[src/design/ffcr_pkg.sv]
// Shared types and constants for the fixed-frame checksum receiver.
package ffcr_pkg;

  localparam logic FUNC_BYTE = 1'b0;
  localparam logic FUNC_TICK = 1'b1;

  localparam logic STATUS_GOOD = 1'b0;
  localparam logic STATUS_CSUM_ERR = 1'b1;

  localparam logic [7:0] IDLE_TIMEOUT_RESET = 8'd10;

  typedef struct packed {
    logic load;
    logic err;
  } ffcr_load_t;

endpackage

[src/design/ffcr_drain.sv]
// Result buffer that holds one judged frame and hands it out one item per handshake.
module ffcr_drain #(
  parameter int PAYLOAD_BYTES = 8
) (
  input  logic                            clk,
  input  logic                            rst,
  input  ffcr_pkg::ffcr_load_t            load_req,
  input  logic [PAYLOAD_BYTES-1:0][7:0]   frame_data,
  output logic                            busy,
  output logic                            m_tvalid,
  input  logic                            m_tready,
  output logic [15:0]                     m_tdata,  // payload_byte[7:0], byte_index[10:8], zeros
  output logic                            m_tlast,
  output logic                            m_tuser   // status
);
  import ffcr_pkg::*;

  localparam int IDX_W = (PAYLOAD_BYTES > 1) ? $clog2(PAYLOAD_BYTES) : 1;
  localparam logic [IDX_W-1:0] LAST_IDX = IDX_W'(PAYLOAD_BYTES - 1);

  logic [PAYLOAD_BYTES-1:0][7:0] frame_buf;
  logic [IDX_W-1:0]              cnt;
  logic                          active;
  logic                          err;
  logic                          out_fire;
  logic                          is_last;
  logic [IDX_W+2:0]              cnt_ext;
  logic [7:0]                    out_byte;
  logic [2:0]                    out_index;

  assign out_fire = m_tvalid && m_tready;
  assign is_last  = err || (cnt == LAST_IDX);
  assign cnt_ext  = {3'b000, cnt};
  assign out_byte  = err ? 8'd0 : frame_buf[cnt];
  assign out_index = err ? 3'd0 : cnt_ext[2:0];

  assign busy     = active;
  assign m_tvalid = active;
  assign m_tlast  = is_last;
  assign m_tuser  = err ? STATUS_CSUM_ERR : STATUS_GOOD;
  assign m_tdata  = {5'b00000, out_index, out_byte};

  always_ff @(posedge clk) begin
    if (rst) begin
      active <= 1'b0;
      cnt    <= '0;
      err    <= 1'b0;
    end else if (load_req.load) begin
      active <= 1'b1;
      cnt    <= '0;
      err    <= load_req.err;
    end else if (out_fire) begin
      if (is_last) begin
        active <= 1'b0;
      end else begin
        cnt <= cnt + IDX_W'(1);
      end
    end
  end

  always_ff @(posedge clk) begin
    if (load_req.load) begin
      frame_buf <= frame_data;
    end
  end

`ifndef SYNTH
  a_no_load_while_busy: assert property (@(posedge clk) disable iff (rst)
    load_req.load |-> !active)
    else $error("frame loaded while the previous one is still draining");

  a_err_single_item: assert property (@(posedge clk) disable iff (rst)
    (active && err) |-> (m_tlast && m_tdata[10:0] == 11'd0))
    else $error("error result is not a single zero item");

  a_cnt_in_range: assert property (@(posedge clk) disable iff (rst)
    active |-> (cnt <= LAST_IDX))
    else $error("drain count beyond the frame");

  a_idle_after_last: assert property (@(posedge clk) disable iff (rst)
    (out_fire && is_last && !load_req.load) |=> !active)
    else $error("buffer still busy after its last item");
`endif

endmodule

[src/design/fixed_frame_checksum_receiver_core.sv]
// Top level of the fixed-frame checksum receiver: frame assembly, idle timeout and result stream.
//
// Each input item is either a received byte (s_tuser low) or a timer tick (s_tuser high) and is
// taken one per clock while s_tready is high. Bytes are gathered into frames of PAYLOAD_BYTES
// payload bytes plus one checksum byte that must equal their 8-bit wrapping sum. A good frame
// yields PAYLOAD_BYTES result items, one per cycle while m_tready is high, the last with m_tlast;
// a bad one yields a single item with status set. Judged frames are copied into a result buffer,
// so the next frame is collected while the previous one drains; s_tready drops only when a
// checksum byte is due and the buffer has not yet handed out its last item. Each byte reloads
// the idle counter from the configured timeout, each tick counts it down, and the first tick
// after it has reached zero drops any partial frame. The configuration channel is always ready.
module fixed_frame_checksum_receiver_core #(
  parameter int PAYLOAD_BYTES = 8
) (
  input  logic        clk,
  input  logic        rst,
  input  logic        cfg_valid,
  output logic        cfg_ready,
  input  logic [7:0]  cfg_data,   // idle_timeout_ticks
  input  logic        s_tvalid,
  output logic        s_tready,
  input  logic [7:0]  s_tdata,    // rx_byte
  input  logic        s_tuser,    // func
  output logic        m_tvalid,
  input  logic        m_tready,
  output logic [15:0] m_tdata,    // payload_byte[7:0], byte_index[10:8], zeros
  output logic        m_tlast,
  output logic        m_tuser     // status
);
  import ffcr_pkg::*;

  localparam int CNT_W = $clog2(PAYLOAD_BYTES + 1);
  localparam int IDX_W = (PAYLOAD_BYTES > 1) ? $clog2(PAYLOAD_BYTES) : 1;
  localparam logic [CNT_W-1:0] FULL_COUNT = CNT_W'(PAYLOAD_BYTES);

  logic [PAYLOAD_BYTES-1:0][7:0] payload_store;
  logic [CNT_W-1:0]              bytes_held;
  logic [7:0]                    running_sum;
  logic [7:0]                    idle_count;
  logic                          flush_done;
  logic [7:0]                    idle_timeout;
  logic                          frame_full;
  logic                          drain_busy;
  logic                          in_fire;
  ffcr_load_t                    load_req;

  assign cfg_ready  = 1'b1;
  assign frame_full = (bytes_held == FULL_COUNT);
  assign s_tready   = !(frame_full && drain_busy);
  assign in_fire    = s_tvalid && s_tready;

  assign load_req.load = in_fire && (s_tuser == FUNC_BYTE) && frame_full;
  assign load_req.err  = (s_tdata != running_sum);

  always_ff @(posedge clk) begin
    if (rst) begin
      idle_timeout <= IDLE_TIMEOUT_RESET;
    end else if (cfg_valid && cfg_ready) begin
      idle_timeout <= cfg_data;
    end
  end

  always_ff @(posedge clk) begin
    if (rst) begin
      bytes_held  <= '0;
      running_sum <= 8'd0;
      idle_count  <= 8'd0;
      flush_done  <= 1'b0;
    end else if (in_fire) begin
      if (s_tuser == FUNC_TICK) begin
        if (idle_count != 8'd0) begin
          idle_count <= idle_count - 8'd1;
          flush_done <= 1'b0;
        end else if (!flush_done) begin
          bytes_held  <= '0;
          running_sum <= 8'd0;
          flush_done  <= 1'b1;
        end
      end else begin
        idle_count <= idle_timeout;
        if (!frame_full) begin
          running_sum <= running_sum + s_tdata;
          bytes_held  <= bytes_held + CNT_W'(1);
        end else begin
          running_sum <= 8'd0;
          bytes_held  <= '0;
        end
      end
    end
  end

  always_ff @(posedge clk) begin
    if (in_fire && (s_tuser == FUNC_BYTE) && !frame_full) begin
      payload_store[bytes_held[IDX_W-1:0]] <= s_tdata;
    end
  end

  ffcr_drain #(
    .PAYLOAD_BYTES(PAYLOAD_BYTES)
  ) u_drain (
    .clk        (clk),
    .rst        (rst),
    .load_req   (load_req),
    .frame_data (payload_store),
    .busy       (drain_busy),
    .m_tvalid   (m_tvalid),
    .m_tready   (m_tready),
    .m_tdata    (m_tdata),
    .m_tlast    (m_tlast),
    .m_tuser    (m_tuser)
  );

`ifndef SYNTH
  a_held_in_range: assert property (@(posedge clk) disable iff (rst)
    bytes_held <= FULL_COUNT)
    else $error("more bytes held than a frame has");

  a_flush_clears: assert property (@(posedge clk) disable iff (rst)
    (in_fire && s_tuser == FUNC_TICK && idle_count == 8'd0 && !flush_done)
      |=> (bytes_held == '0 && running_sum == 8'd0 && flush_done))
    else $error("idle flush did not drop the partial frame");

  a_byte_reloads: assert property (@(posedge clk) disable iff (rst)
    (in_fire && s_tuser == FUNC_BYTE) |=> (idle_count == $past(idle_timeout)))
    else $error("received byte did not reload the idle counter");
`endif

endmodule
[config.mk]
export PLATFORM = sky130hd
export DESIGN_NAME = fixed_frame_checksum_receiver_core
export DESIGN_NICKNAME = d
export VERILOG_FILES = /design/src/design/ffcr_pkg.sv /design/src/design/ffcr_drain.sv /design/src/design/fixed_frame_checksum_receiver_core.sv
export SDC_FILE = /design/constraint.sdc
export NUM_CORES = 1
export LEC_CHECK = 0
export ABC_CLOCK_PERIOD_IN_PS = 7700
export BUFFER_PORTS_ARGS = -buffer_cell sky130_fd_sc_hd__buf_2
export CORE_UTILIZATION = 60
export CTS_CLUSTER_SIZE = 8
export DETAILED_ROUTE_END_ITERATION = 12
export MAX_ROUTING_LAYER = met4
export PLACE_DENSITY = 0.89
export SLEW_MARGIN = 25
export SYNTH_ARGS = -nofsm -noshare
export SYNTH_HDL_FRONTEND = slang
export SYNTH_SLANG_ARGS = --single-unit
[constraint.sdc]
create_clock -name clk -period 7.7 [get_ports clk]
set_clock_uncertainty 0.2 [all_clocks]
set_input_delay 0.77 -clock clk [delete_from_list [all_inputs] [get_ports clk]]
set_output_delay 0.77 -clock clk [all_outputs]
set_load 0.03 [all_outputs]
# Yosys cells after proc, flatten, opt, wreduce, memory -nomap -nowiden
# Cells that the tools add are included.
# classes
add_sub_neg	4
n_lt_le_gt_ge	3
eq_ne	6
n_mux	22
bitwise_logic	2
reduce_logical	19
# ops
op	count
$mux 8	9
$bwmux 64	1
$bmux 8 s3	1
$demux 8 s3	1
$mux 4	4
$add 8x8->8	1
$lt 3x4->1 const B	2
$ne 8x8->1	1
$reduce_and 2->1	4
$reduce_bool 8->1	1
$sub 8x1->8 const B	1
$logic_and 1x1->1	7
$mux 1	5
$add 4x1->4 const B	1
$eq 4x4->1 const B	1
$ne 2x2->1 const B	2
$reduce_bool 2->1	2
$add 3x1->3 const B	1
$eq 3x3->1 const B	1
$ge 3x1->1 const B	1
$mux 3	1
$reduce_and 3->1	1
$logic_not 1->1	2
$ne 2x1->1 const B	1
other kinds (3)	4
# word_totals
reg_bits	162
inputBits	22
out_inout_bits	21

# Logic depth before layout (Yosys ltp)
# Gate-level depths: netlist of run 1.
# depth
word_depth	8
ltp_mapped	10

# Hierarchy
# From an unflattened synthesis of run 1, not the netlist that was laid out.
# unflattened
cells_unflattened	413
hier_area_um2	6453.7
# modules_own_cells
mod	instances	cells_per_inst	area_each_um2	seq_area_each_um2
fixed_frame_checksum_receiver_core	1	281	3698.5	2502.4
ffcr_drain	1	132	2755.1	2021.9

# Least setup slack after synthesis of run 1
# Ideal clock, no wire load.
# synth_path
path_kind	input-to-reg
start	input port s_tuser
end	register u_drain.err
t_arrival_ps	5147
slack_ps	2226
cell_stages	5
cell_sequence	clkbuf_1 -> nor4b_2 -> nand4_1 -> o21ai_0 -> nor2_1
# synth_rtl
item	line	text
start, declared	fixed_frame_checksum_receiver_core.sv:23	input logic s_tuser,
end signal, assigned	ffcr_drain.sv:51	err <= load_req.err;
end, declared	ffcr_drain.sv:24	logic err;

# Worst setup path in the final report of run 1
# layout_path
start	register u_drain.cnt[1]
end	output port m_tdata[6]
# layout_between
elab_chain_len	3
# layout_rtl
item	line	text
start, declared	ffcr_drain.sv:22	logic [IDX_W-1:0] cnt;
start signal, assigned	ffcr_drain.sv:56	cnt <= cnt + IDX_W'(1);
$bmux 8 s3	ffcr_drain.sv:34	assign out_byte = err ? 8'd0 : frame_buf[cnt];
$mux 8 (implied by the code)	ffcr_drain.sv:34	
$mux 8	ffcr_drain.sv:34	
end, declared	fixed_frame_checksum_receiver_core.sv:26	output logic [15:0] m_tdata,
# No other way between the ends. The select of a mux whose other input is x is not followed.

==> flow_summary.json, run 1 <==
{
  "status": "complete, no violations",
  "wire_per_inst_um": 21.0,
  "route.detailed.drc": 0,
  "cts_buffers": 17,
  "internal_power_mw": 1.59,
  "ys_seq_area_frac": 0.704,
  "end_kind": "primary output",
  "dieArea_um2": 11100,
  "ios": 43,
  "ctsResizeCount": 0,
  "relSlewSlack": 0.327,
  "setup_violations": 0,
  "path_max_fanout": 19,
  "tightestPinTransition_ps": 1010,
  "routabilityCongestion": 0.873,
  "worstSetupPathType": "reg2out",
  "worst_path_max_delay_cell": "dfxtp_1",
  "post_cts_buffers": 0,
  "grt_overflow": 0,
  "irDropWorstVdd_uv": 179,
  "dp_hpwl_um": 7330,
  "leakage_nw": 2.56,
  "setup_tns_ps": 0,
  "coreArea_um2": 10400,
  "slew_violations": 0,
  "final_common_cell": "edfxtp_1",
  "ys_ff_latch": 162,
  "finalPower_mw": 2.02,
  "synth_cell_type_count": 59,
  "start_util": 0.620,
  "seq_power_share": 0.477,
  "crit_chain": "mux4_2, mux2i_1, nor2_1, buf_2",
  "clkPwrFrac": 0.466,
  "cts_buffer_depth": 2,
  "grt_max_degree": 71,
  "grt_pass1_vias": 3554,
  "clkSlewWorstSetupHoldPaths_ps": 60,
  "ys.warnings.count": 0,
  "grt_pass1_wl_um": 19600,
  "clockRootBuffer": "clkbuf_8",
  "drive_gt1_frac": 0.222,
  "ctsHoldBuffers": 0,
  "final_cell_mix": "128 x edfxtp_1, 36 x buf_2, 34 x nor2_1, 34 x dfxtp_1, 20 x a21oi_1",
  "worstPathArrival_ps": 2410,
  "pwr_density_cell_nw_per_um2": 274,
  "synth_edf_count": 128,
  "netlist_instances": 411,
  "max_freq_ghz": 0.296,
  "synth_area_leaders": "edfxtp_1 60%, dfxtp_1 11%, mux4_2 5.6%",
  "rows": 37,
  "startpoint_type": "register",
  "min_period_ps": 3380,
  "async_flop_share": 0,
  "cts.sinks": 162,
  "htreeDepth": 4,
  "fp.dieH_um": 106,
  "synth_top_area_frac": 0.598,
  "regArea_um2": 4520,
  "area_growth_pct": 14.6,
  "multiInputGateArea_um2": 1780,
  "n_antenna_cell": 0,
  "antenna_found_initial": 0,
  "combPwrFrac": 0.056,
  "drv_cap": 0,
  "post_synth.cell_area_avg_um2": 15.6,
  "die_x_um": 106,
  "vias_per_cell": 6.01,
  "whs_ps": 218,
  "synth_largest_area_cell": "edfxtp_1",
  "io_buffers": 36,
  "hold_class": "reg2reg",
  "ant_nets": 0,
  "drtIter0Drc": 313,
  "n_fill_cell": 632,
  "slowest_delay_ps": 970,
  "ys.flop_type": "edfxtp_1",
  "vias": 3576,
  "swShare": 0.212,
  "critPathTopFamily": "flip-flops",
  "wl_um": 12500,
  "cp.required_ps": 6730,
  "nets": 482,
  "hold_viol": 0,
  "rsz0062_at_grt": "no",
  "min_period_over_period": 0.439,
  "cts_tree": "yes",
  "grt_usage": 0.251,
  "worst-path-buf-inv": 1,
  "p_sw_mw": 0.427,
  "syn-cell-area_um2": 6430,
  "clk_latency_ps": 530,
  "firstDrtPassIters": 7
}
==> power groups by stage <==
stage               Clock (mW)  Combinational, mW  Sequential, mW
floorplan                    0             0.0892           0.977
global placement             0              0.106           0.980
detailed placement           0              0.110           0.980
CTS                      0.946              0.113           0.962
global route             0.978              0.125           0.964
finish                   0.940              0.114           0.963
==> cells by family after synthesis <==
logic type	Yosys count	synth area share
other	2	0.00117
AO/OA/AOI/OAI	67	0.0745
buffers and inverters	33	0.0253
adder cells (fa/ha/maj)	14	0.0284
flip-flops	162	0.704
multiplexers	34	0.0841
XOR/XNOR	6	0.00817
AND/OR/NAND/NOR	93	0.0747
==> registers in the layout, summed over array words and instances, names as in the netlist <==
name	count
idle_count	8
u_drain.frame_buf	64
flush_done	1
u_drain.cnt	3
u_drain.err	1
payload_store	64
idle_timeout	8
bytes_held	4
u_drain.busy	1
running_sum	8
==> area by class of cell <==
cell class                 instances  share of cell area
inverter                           6             0.00306
tap                              136              0.0231
clock buffer                      17              0.0562
timing repair buffer              39              0.0275
multi-input combinational        220               0.242
sequential                       162               0.614
clock inverter                    15              0.0343
==> synthesized netlist by cell type, types with 4 or more instances <==
cell	instances
buf_4	7
mux2i_1	18
a21o_1	4
nor3_1	10
inv_1	5
mux4_2	16
dfxtp_1	34
nand2_1	13
clkbuf_1	15
edfxtp_1	128
nor2b_1	5
nand3_1	7
ha_1	13
xnor2_1	5
buf_2	4
a21oi_1	20
nor2_1	34
nand2b_1	4
o21ai_0	10
a22oi_1	4
==> through the flow <==
stage	area, µm²	instances	util	setup slack [ps]
2_1_floorplan	6440	415	-	2230
3_3_place_gp	6700	563	0.646	4550
3_5_place_dp	6700	563	0.646	4470
4_1_cts	7360	595	0.710	4310
5_1_grt	7370	595	0.711	4230
6_report	7370	595	0.711	4320
==> per-layer routing <==
layer,track usage,vias to the layer above,wire length (µm)
met3,0.0476,26,634
met1,0.311,1773,5180
met2,0.411,140,6400
met4,0.105,0,308
li1,-,1637,-
met5,-,-,0
==> path summary, 6_finish.rpt <==
check                    startpoint                    end  slack, ps  cells past startpoint
setup / recovery     u_drain.cnt[1]             m_tdata[6]       4320                      4
hold / removal    payload_store[60]  u_drain.frame_buf[60]        220                      0
setup reg to reg      bytes_held[0]      payload_store[40]       4650                      6
hold reg to reg   payload_store[60]  u_drain.frame_buf[60]        220                      0
Power figures use the tool's default switching activity.
==> run 2, diff against run 1 <==
- ABC_CLOCK_PERIOD_IN_PS: 7700 -> 3300
- clock period: 7.7 -> 3.3 ns (I/O delays scaled with it)
==> run 2 against run 1 <==
Net effect:
- clock power increased by 110%
- critical path depth is the same
- global-route usage grew 0.87 points
- wire length increased by 2.1%
- via count increased by 3.2%
- cell count rose by 4.9%
- sequential cell count is the same
- count of clock-buffer cells in the layout stayed put
- worst hold slack got worse by 200 ps
- sequential power increased by 130%
- sequential share of layout area fell by 1.6 points
- total power increased by 120%
- largest cell class unchanged
- highest routed layer unchanged
==> flow_summary.json, run 2 (synthesis gave the netlist of run 1 again) <==
{
  "end_kind": "primary output",
  "clockRootBuffer": "clkbuf_8",
  "final_cell_area_um2": 7570,
  "grt_pass1_vias": 3741,
  "coreArea_um2": 10400,
  "final_cell_mix": "128 x edfxtp_1, 36 x buf_2, 34 x nor2_1",
  "place_ws_ps": 606,
  "stdcell_count": 624,
  "wl_met2_um": 6980,
  "antenna_found_initial": 0,
  "io_buffers": 36,
  "slowest_delay_ps": 740,
  "pwr_density_cell_nw_per_um2": 594,
  "route.detailed.drc": 0,
  "worst-path-buf-inv": 1,
  "cts_tree": "yes",
  "ctsResizeCount": 0,
  "startpoint_type": "register",
  "hold_viol": 0,
  "whs_ps": 22.4,
  "clkPwrFrac": 0.437,
  "grt_pass1_wl_um": 19900,
  "min_period_over_period": 0.877,
  "combPwrFrac": 0.064,
  "cts_buffer_depth": 2,
  "wl_met1_um": 4790,
  "critPathTopFamily": "multiplexers",
  "max_freq_ghz": 0.346,
  "wire_per_inst_um": 20.5,
  "drv_cap": 0,
  "internal_power_mw": 3.50,
  "top_layer": "met4",
  "grt_max_degree": 42,
  "worstPathArrival_ps": 2360,
  "relSlewSlack": 0.399,
  "rsz0062_at_grt": "no",
  "slew_violations": 0,
  "die_x_um": 106,
  "worst_slack_ps": 406,
  "grt_overflow": 0,
  "clk_latency_ps": 540,
  "setup_violations": 0,
  "final_common_cell": "edfxtp_1",
  "p_sw_mw": 0.998,
  "vias_per_cell": 5.91,
  "nets": 511,
  "n_fill_cell": 605,
  "drtIter0Drc": 271,
  "start_util": 0.620,
  "drive_gt1_frac": 0.225,
  "hold_class": "in2reg",
  "wl_um": 12800,
  "rows": 37,
  "worst_path_max_delay_cell": "dfxtp_2",
  "status": "complete, no violations",
  "dieArea_um2": 11100,
  "fp.dieH_um": 106,
  "grt_usage": 0.260,
  "wl_met3_um": 686,
  "htreeDepth": 4,
  "ant_nets": 0,
  "min_period_ps": 2890,
  "swShare": 0.222,
  "dp_cells": 571,
  "dp_hpwl_um": 7590,
  "postPlaceCellArea_um2": 6760,
  "cts_buffers": 17,
  "irDropWorstVdd_uv": 321,
  "path_max_fanout": 17,
  "cts.sinks": 162,
  "cp.required_ps": 2770,
  "crit_chain": "mux4_2, mux2i_1, nor2_1, buf_2",
  "n_antenna_cell": 0,
  "seq_power_share": 0.499,
  "vias": 3689,
  "firstDrtPassIters": 7,
  "worstSetupPathType": "reg2out",
  "tightestPinTransition_ps": 901,
  "leakage_nw": 2.65,
  "area_growth_pct": 17.7,
  "ios": 43,
  "routabilityCongestion": 0.837,
  "clkSlewWorstSetupHoldPaths_ps": 60
}
[run 2: cell types whose count changed in the layout (fill, tap and decap cells not counted), moves of 2 or more]
cell | previous run | this run
nor3_1 | 8 | 10
nor3_2 | 2 | 0
buf_4 | 3 | 11
clkinv_2 | 1 | 4
inv_6 | 4 | 2
inv_8 | 0 | 2
dlygate4sd3_1 | 0 | 21
bufinv_16 | 6 | 3
[run 2: path summary, 6_finish.rpt]
path                     startpoint               endpoint  slack, ps  cells past startpoint
hold reg to reg   payload_store[20]  u_drain.frame_buf[20]        220                      0
hold / removal            cfg_valid        idle_timeout[5]         20                      3
setup / recovery     u_drain.cnt[0]             m_tdata[2]        410                      4
setup reg to reg      bytes_held[1]      payload_store[30]        520                      7
[run 2: per-layer routing]
| layer | GRT usage | vias to the layer above |
|---|---|---|
| met5 | - | - |
| met4 | 0.123 | 0 |
| met3 | 0.0668 | 27 |
| met2 | 0.446 | 139 |
| met1 | 0.284 | 1829 |
| li1 | - | 1694 |
[run 2: through the flow]
| stage | setup TNS (ps) | utilization | power (mW) |
|---|---|---|---|
| floorplan | -21920 | - | 2.49 |
| global placement | 0 | 0.652 | 2.53 |
| detailed placement | 0 | 0.652 | 2.55 |
| CTS | 0 | 0.730 | 4.52 |
| global route | 0 | 0.730 | 4.64 |
| finish | 0 | 0.730 | 4.50 |
[run 2: worst register-to-register path: cells and delay by family, from the launching register on]
kind,cells,cell delay [ps]
DFF,1,470
adders and majority gates,1,180
and+or+nand+nor,4,1240
buffers and inverters,2,400
[run 2: power by group through the flow]
stage | combinational, mW | clock (mW) | sequential, mW
after floorplan | 0.212 | 0 | 2.28
after global placement | 0.247 | 0 | 2.28
after detailed placement | 0.262 | 0 | 2.29
after CTS | 0.287 | 1.99 | 2.24
after global routing | 0.316 | 2.08 | 2.25
final | 0.289 | 1.96 | 2.24
[run 2: what timing repair did]
item	4_1_cts	5_1_grt
setup buffers	0	0
hold buffers	21	0
endpoints found under the hold margin	73	0
[run 2: layout make-up]
| cell class | count | area (µm²) | area share |
|---|---|---|---|
| Clock buffer | 17 | 414 | 0.0547 |
| Clock inverter | 15 | 181 | 0.0240 |
| Multi-Input combinational cell | 220 | 1780 | 0.235 |
| Inverter | 6 | 25.0 | 0.00331 |
| Timing Repair Buffer | 68 | 473 | 0.0625 |
| Sequential cell | 162 | 4530 | 0.598 |
| Tap cell | 136 | 170 | 0.0225 |
==> run 3, diff against run 2 <==
--- a/config.mk
+++ b/config.mk
@@ -11,4 +11,5 @@
 export CTS_CLUSTER_SIZE = 8
 export DETAILED_ROUTE_END_ITERATION = 12
+export GPL_TIMING_DRIVEN = 1
 export MAX_ROUTING_LAYER = met4
 export PLACE_DENSITY = 0.89
==> constraint.sdc (replaced) <==
create_clock -name clk -period 3.3 [get_ports clk]
set_clock_uncertainty 0.2 [all_clocks]
set_input_delay 0 -clock clk [delete_from_list [all_inputs] [get_ports clk]]
set_output_delay 0 -clock clk [all_outputs]
set_load 0.03 [all_outputs]
==> run 3 against run 2 <==
Net effect:
- combinational power up 7.6%
- sequential power about the same
- worst hold slack better by 130 ps
- core utilization up 1.6 points
- critical endpoint is now flush_done
- largest power group unchanged
==> flow_summary.json, run 3 (synthesis gave the netlist of run 1 again) <==
{
  "die_x_um": 106,
  "rows": 37,
  "n_antenna_cell": 0,
  "rsz0062_at_grt": "no",
  "drv_cap": 0,
  "routabilityCongestion": 0.831,
  "dieArea_um2": 11100,
  "worst_path_max_delay_cell": "dlygate4sd3_1",
  "clk_latency_ps": 530,
  "ant_nets": 0,
  "grt_usage": 0.262,
  "firstDrtPassIters": 5,
  "internal_power_mw": 3.64,
  "crit_top_cell": "dlygate4sd3_1",
  "critPathTopFamily": "buffers and inverters",
  "cp.required_ps": 3560,
  "setup_violations": 0,
  "path_max_fanout": 6,
  "crit_chain": "inv_1, ha_1, or3b_2, nor2_4, nand3_1, dlygate4sd3_1, a21oi_1, dlygate4sd3_1",
  "end_kind": "register",
  "grt_pass1_wl_um": 20200,
  "fp.dieH_um": 106,
  "antenna_found_initial": 0,
  "io_buffers": 36,
  "area_growth_pct": 20.3,
  "grt_overflow": 0,
  "relSlewSlack": 0.378,
  "cts_buffer_depth": 2,
  "slowest_delay_ps": 570,
  "clkSlewWorstSetupHoldPaths_ps": 70,
  "coreArea_um2": 10400,
  "final_util": 0.746,
  "combPwrFrac": 0.068,
  "worst-path-buf-inv": 3,
  "startpoint_type": "register",
  "slew_violations": 0,
  "htreeDepth": 4,
  "clockRootBuffer": "clkbuf_8",
  "min_period_over_period": 0.903,
  "clkPwrFrac": 0.441,
  "p_sw_mw": 0.934,
  "vias": 3747,
  "dp_cells": 566,
  "max_freq_ghz": 0.336,
  "final_cell_mix": "128 x edfxtp_1, 39 x dlygate4sd3_1, 36 x buf_2",
  "stdcell_count": 635,
  "cts_buffers": 17,
  "status": "complete, no violations",
  "n_fill_cell": 612,
  "drive_gt1_frac": 0.198,
  "grt_pass1_vias": 3884,
  "whs_ps": 151,
  "route.detailed.drc": 0,
  "ctsResizeCount": 0,
  "grt_max_degree": 69,
  "cts.sinks": 162,
  "final_cell_area_um2": 7730,
  "hold_viol": 0,
  "worstSetupPathType": "reg2reg",
  "cts_tree": "yes",
  "postPlaceCellArea_um2": 6740,
  "leakage_nw": 2.71,
  "drtIter0Drc": 275,
  "nets": 524,
  "irDropWorstVdd_uv": 378,
  "post_cts_buffers": 0,
  "vias_per_cell": 5.90,
  "ios": 43,
  "hold_class": "in2reg",
  "wire_per_inst_um": 20.5,
  "wl_um": 13000,
  "final_common_cell": "edfxtp_1",
  "setup_tns_ps": 0,
  "worstPathArrival_ps": 3240,
  "dp_hpwl_um": 7940,
  "seq_power_share": 0.491,
  "pwr_density_cell_nw_per_um2": 591,
  "swShare": 0.204,
  "tightestPinTransition_ps": 932,
  "min_period_ps": 2980,
  "start_util": 0.620
}
run 3: changes by cell type in the layout (fill, tap and decap cells not counted), sizes merged:
cell / previous run / this run
clkinvlp: 3 / 2
clkinv: 5 / 6
inv: 10 / 6
bufinv: 3 / 5
buf: 47 / 42
dlygate4sd3: 21 / 39
run 3: per-layer routing:
layer,up-vias,part of all wire,GRT usage
met2,129,0.54,0.450
li1,1721,-,-
met3,34,0.049,0.0736
met4,0,0.034,0.125
met5,-,0,-
met1,1863,0.38,0.282
run 3: layout make-up:
type                            count  area (µm²)  share of cell area
Multi-Input combinational cell    220        1780               0.230
Clock inverter                     13         193              0.0249
Clock buffer                       17         414              0.0536
Tap cell                          136         170              0.0220
Inverter                            6        25.0             0.00324
Sequential cell                   162        4520               0.585
Timing Repair Buffer               81         628              0.0812
run 3: timing repair:
| item | CTS | global route |
|---|---|---|
| setup endpoints to repair | 0 | 0 |
| hold endpoints to repair | 162 | 0 |
| hold buffers | 39 | 0 |
run 3: path summary, 6_finish.rpt:
path | startpoint | to | slack (ps) | cells after the start
setup / recovery | idle_count[0] | flush_done | 320 | 8
hold / removal | s_tdata[2] | payload_store[26] | 150 | 2
setup reg to reg | idle_count[0] | flush_done | 320 | 8
hold reg to reg | payload_store[29] | u_drain.frame_buf[29] | 220 | 0
run 3: power by group through the flow:
| stage | logic, mW | registers [mW] | clock network [mW] |
|---|---|---|---|
| floorplan | 0.212 | 2.28 | 0 |
| global placement | 0.251 | 2.28 | 0 |
| detailed placement | 0.263 | 2.29 | 0 |
| CTS | 0.305 | 2.25 | 2.03 |
| global route | 0.339 | 2.25 | 2.11 |
| finish | 0.311 | 2.25 | 2.01 |
run 3: per-stage QoR:
stage / setup slack, ps / power, mW
3_3_place_gp: 771 / 2.54
5_1_grt: 160 / 4.70
6_report: 320 / 4.57
4_1_cts: 374 / 4.58
3_5_place_dp: 640 / 2.55
2_1_floorplan: -356 / 2.49
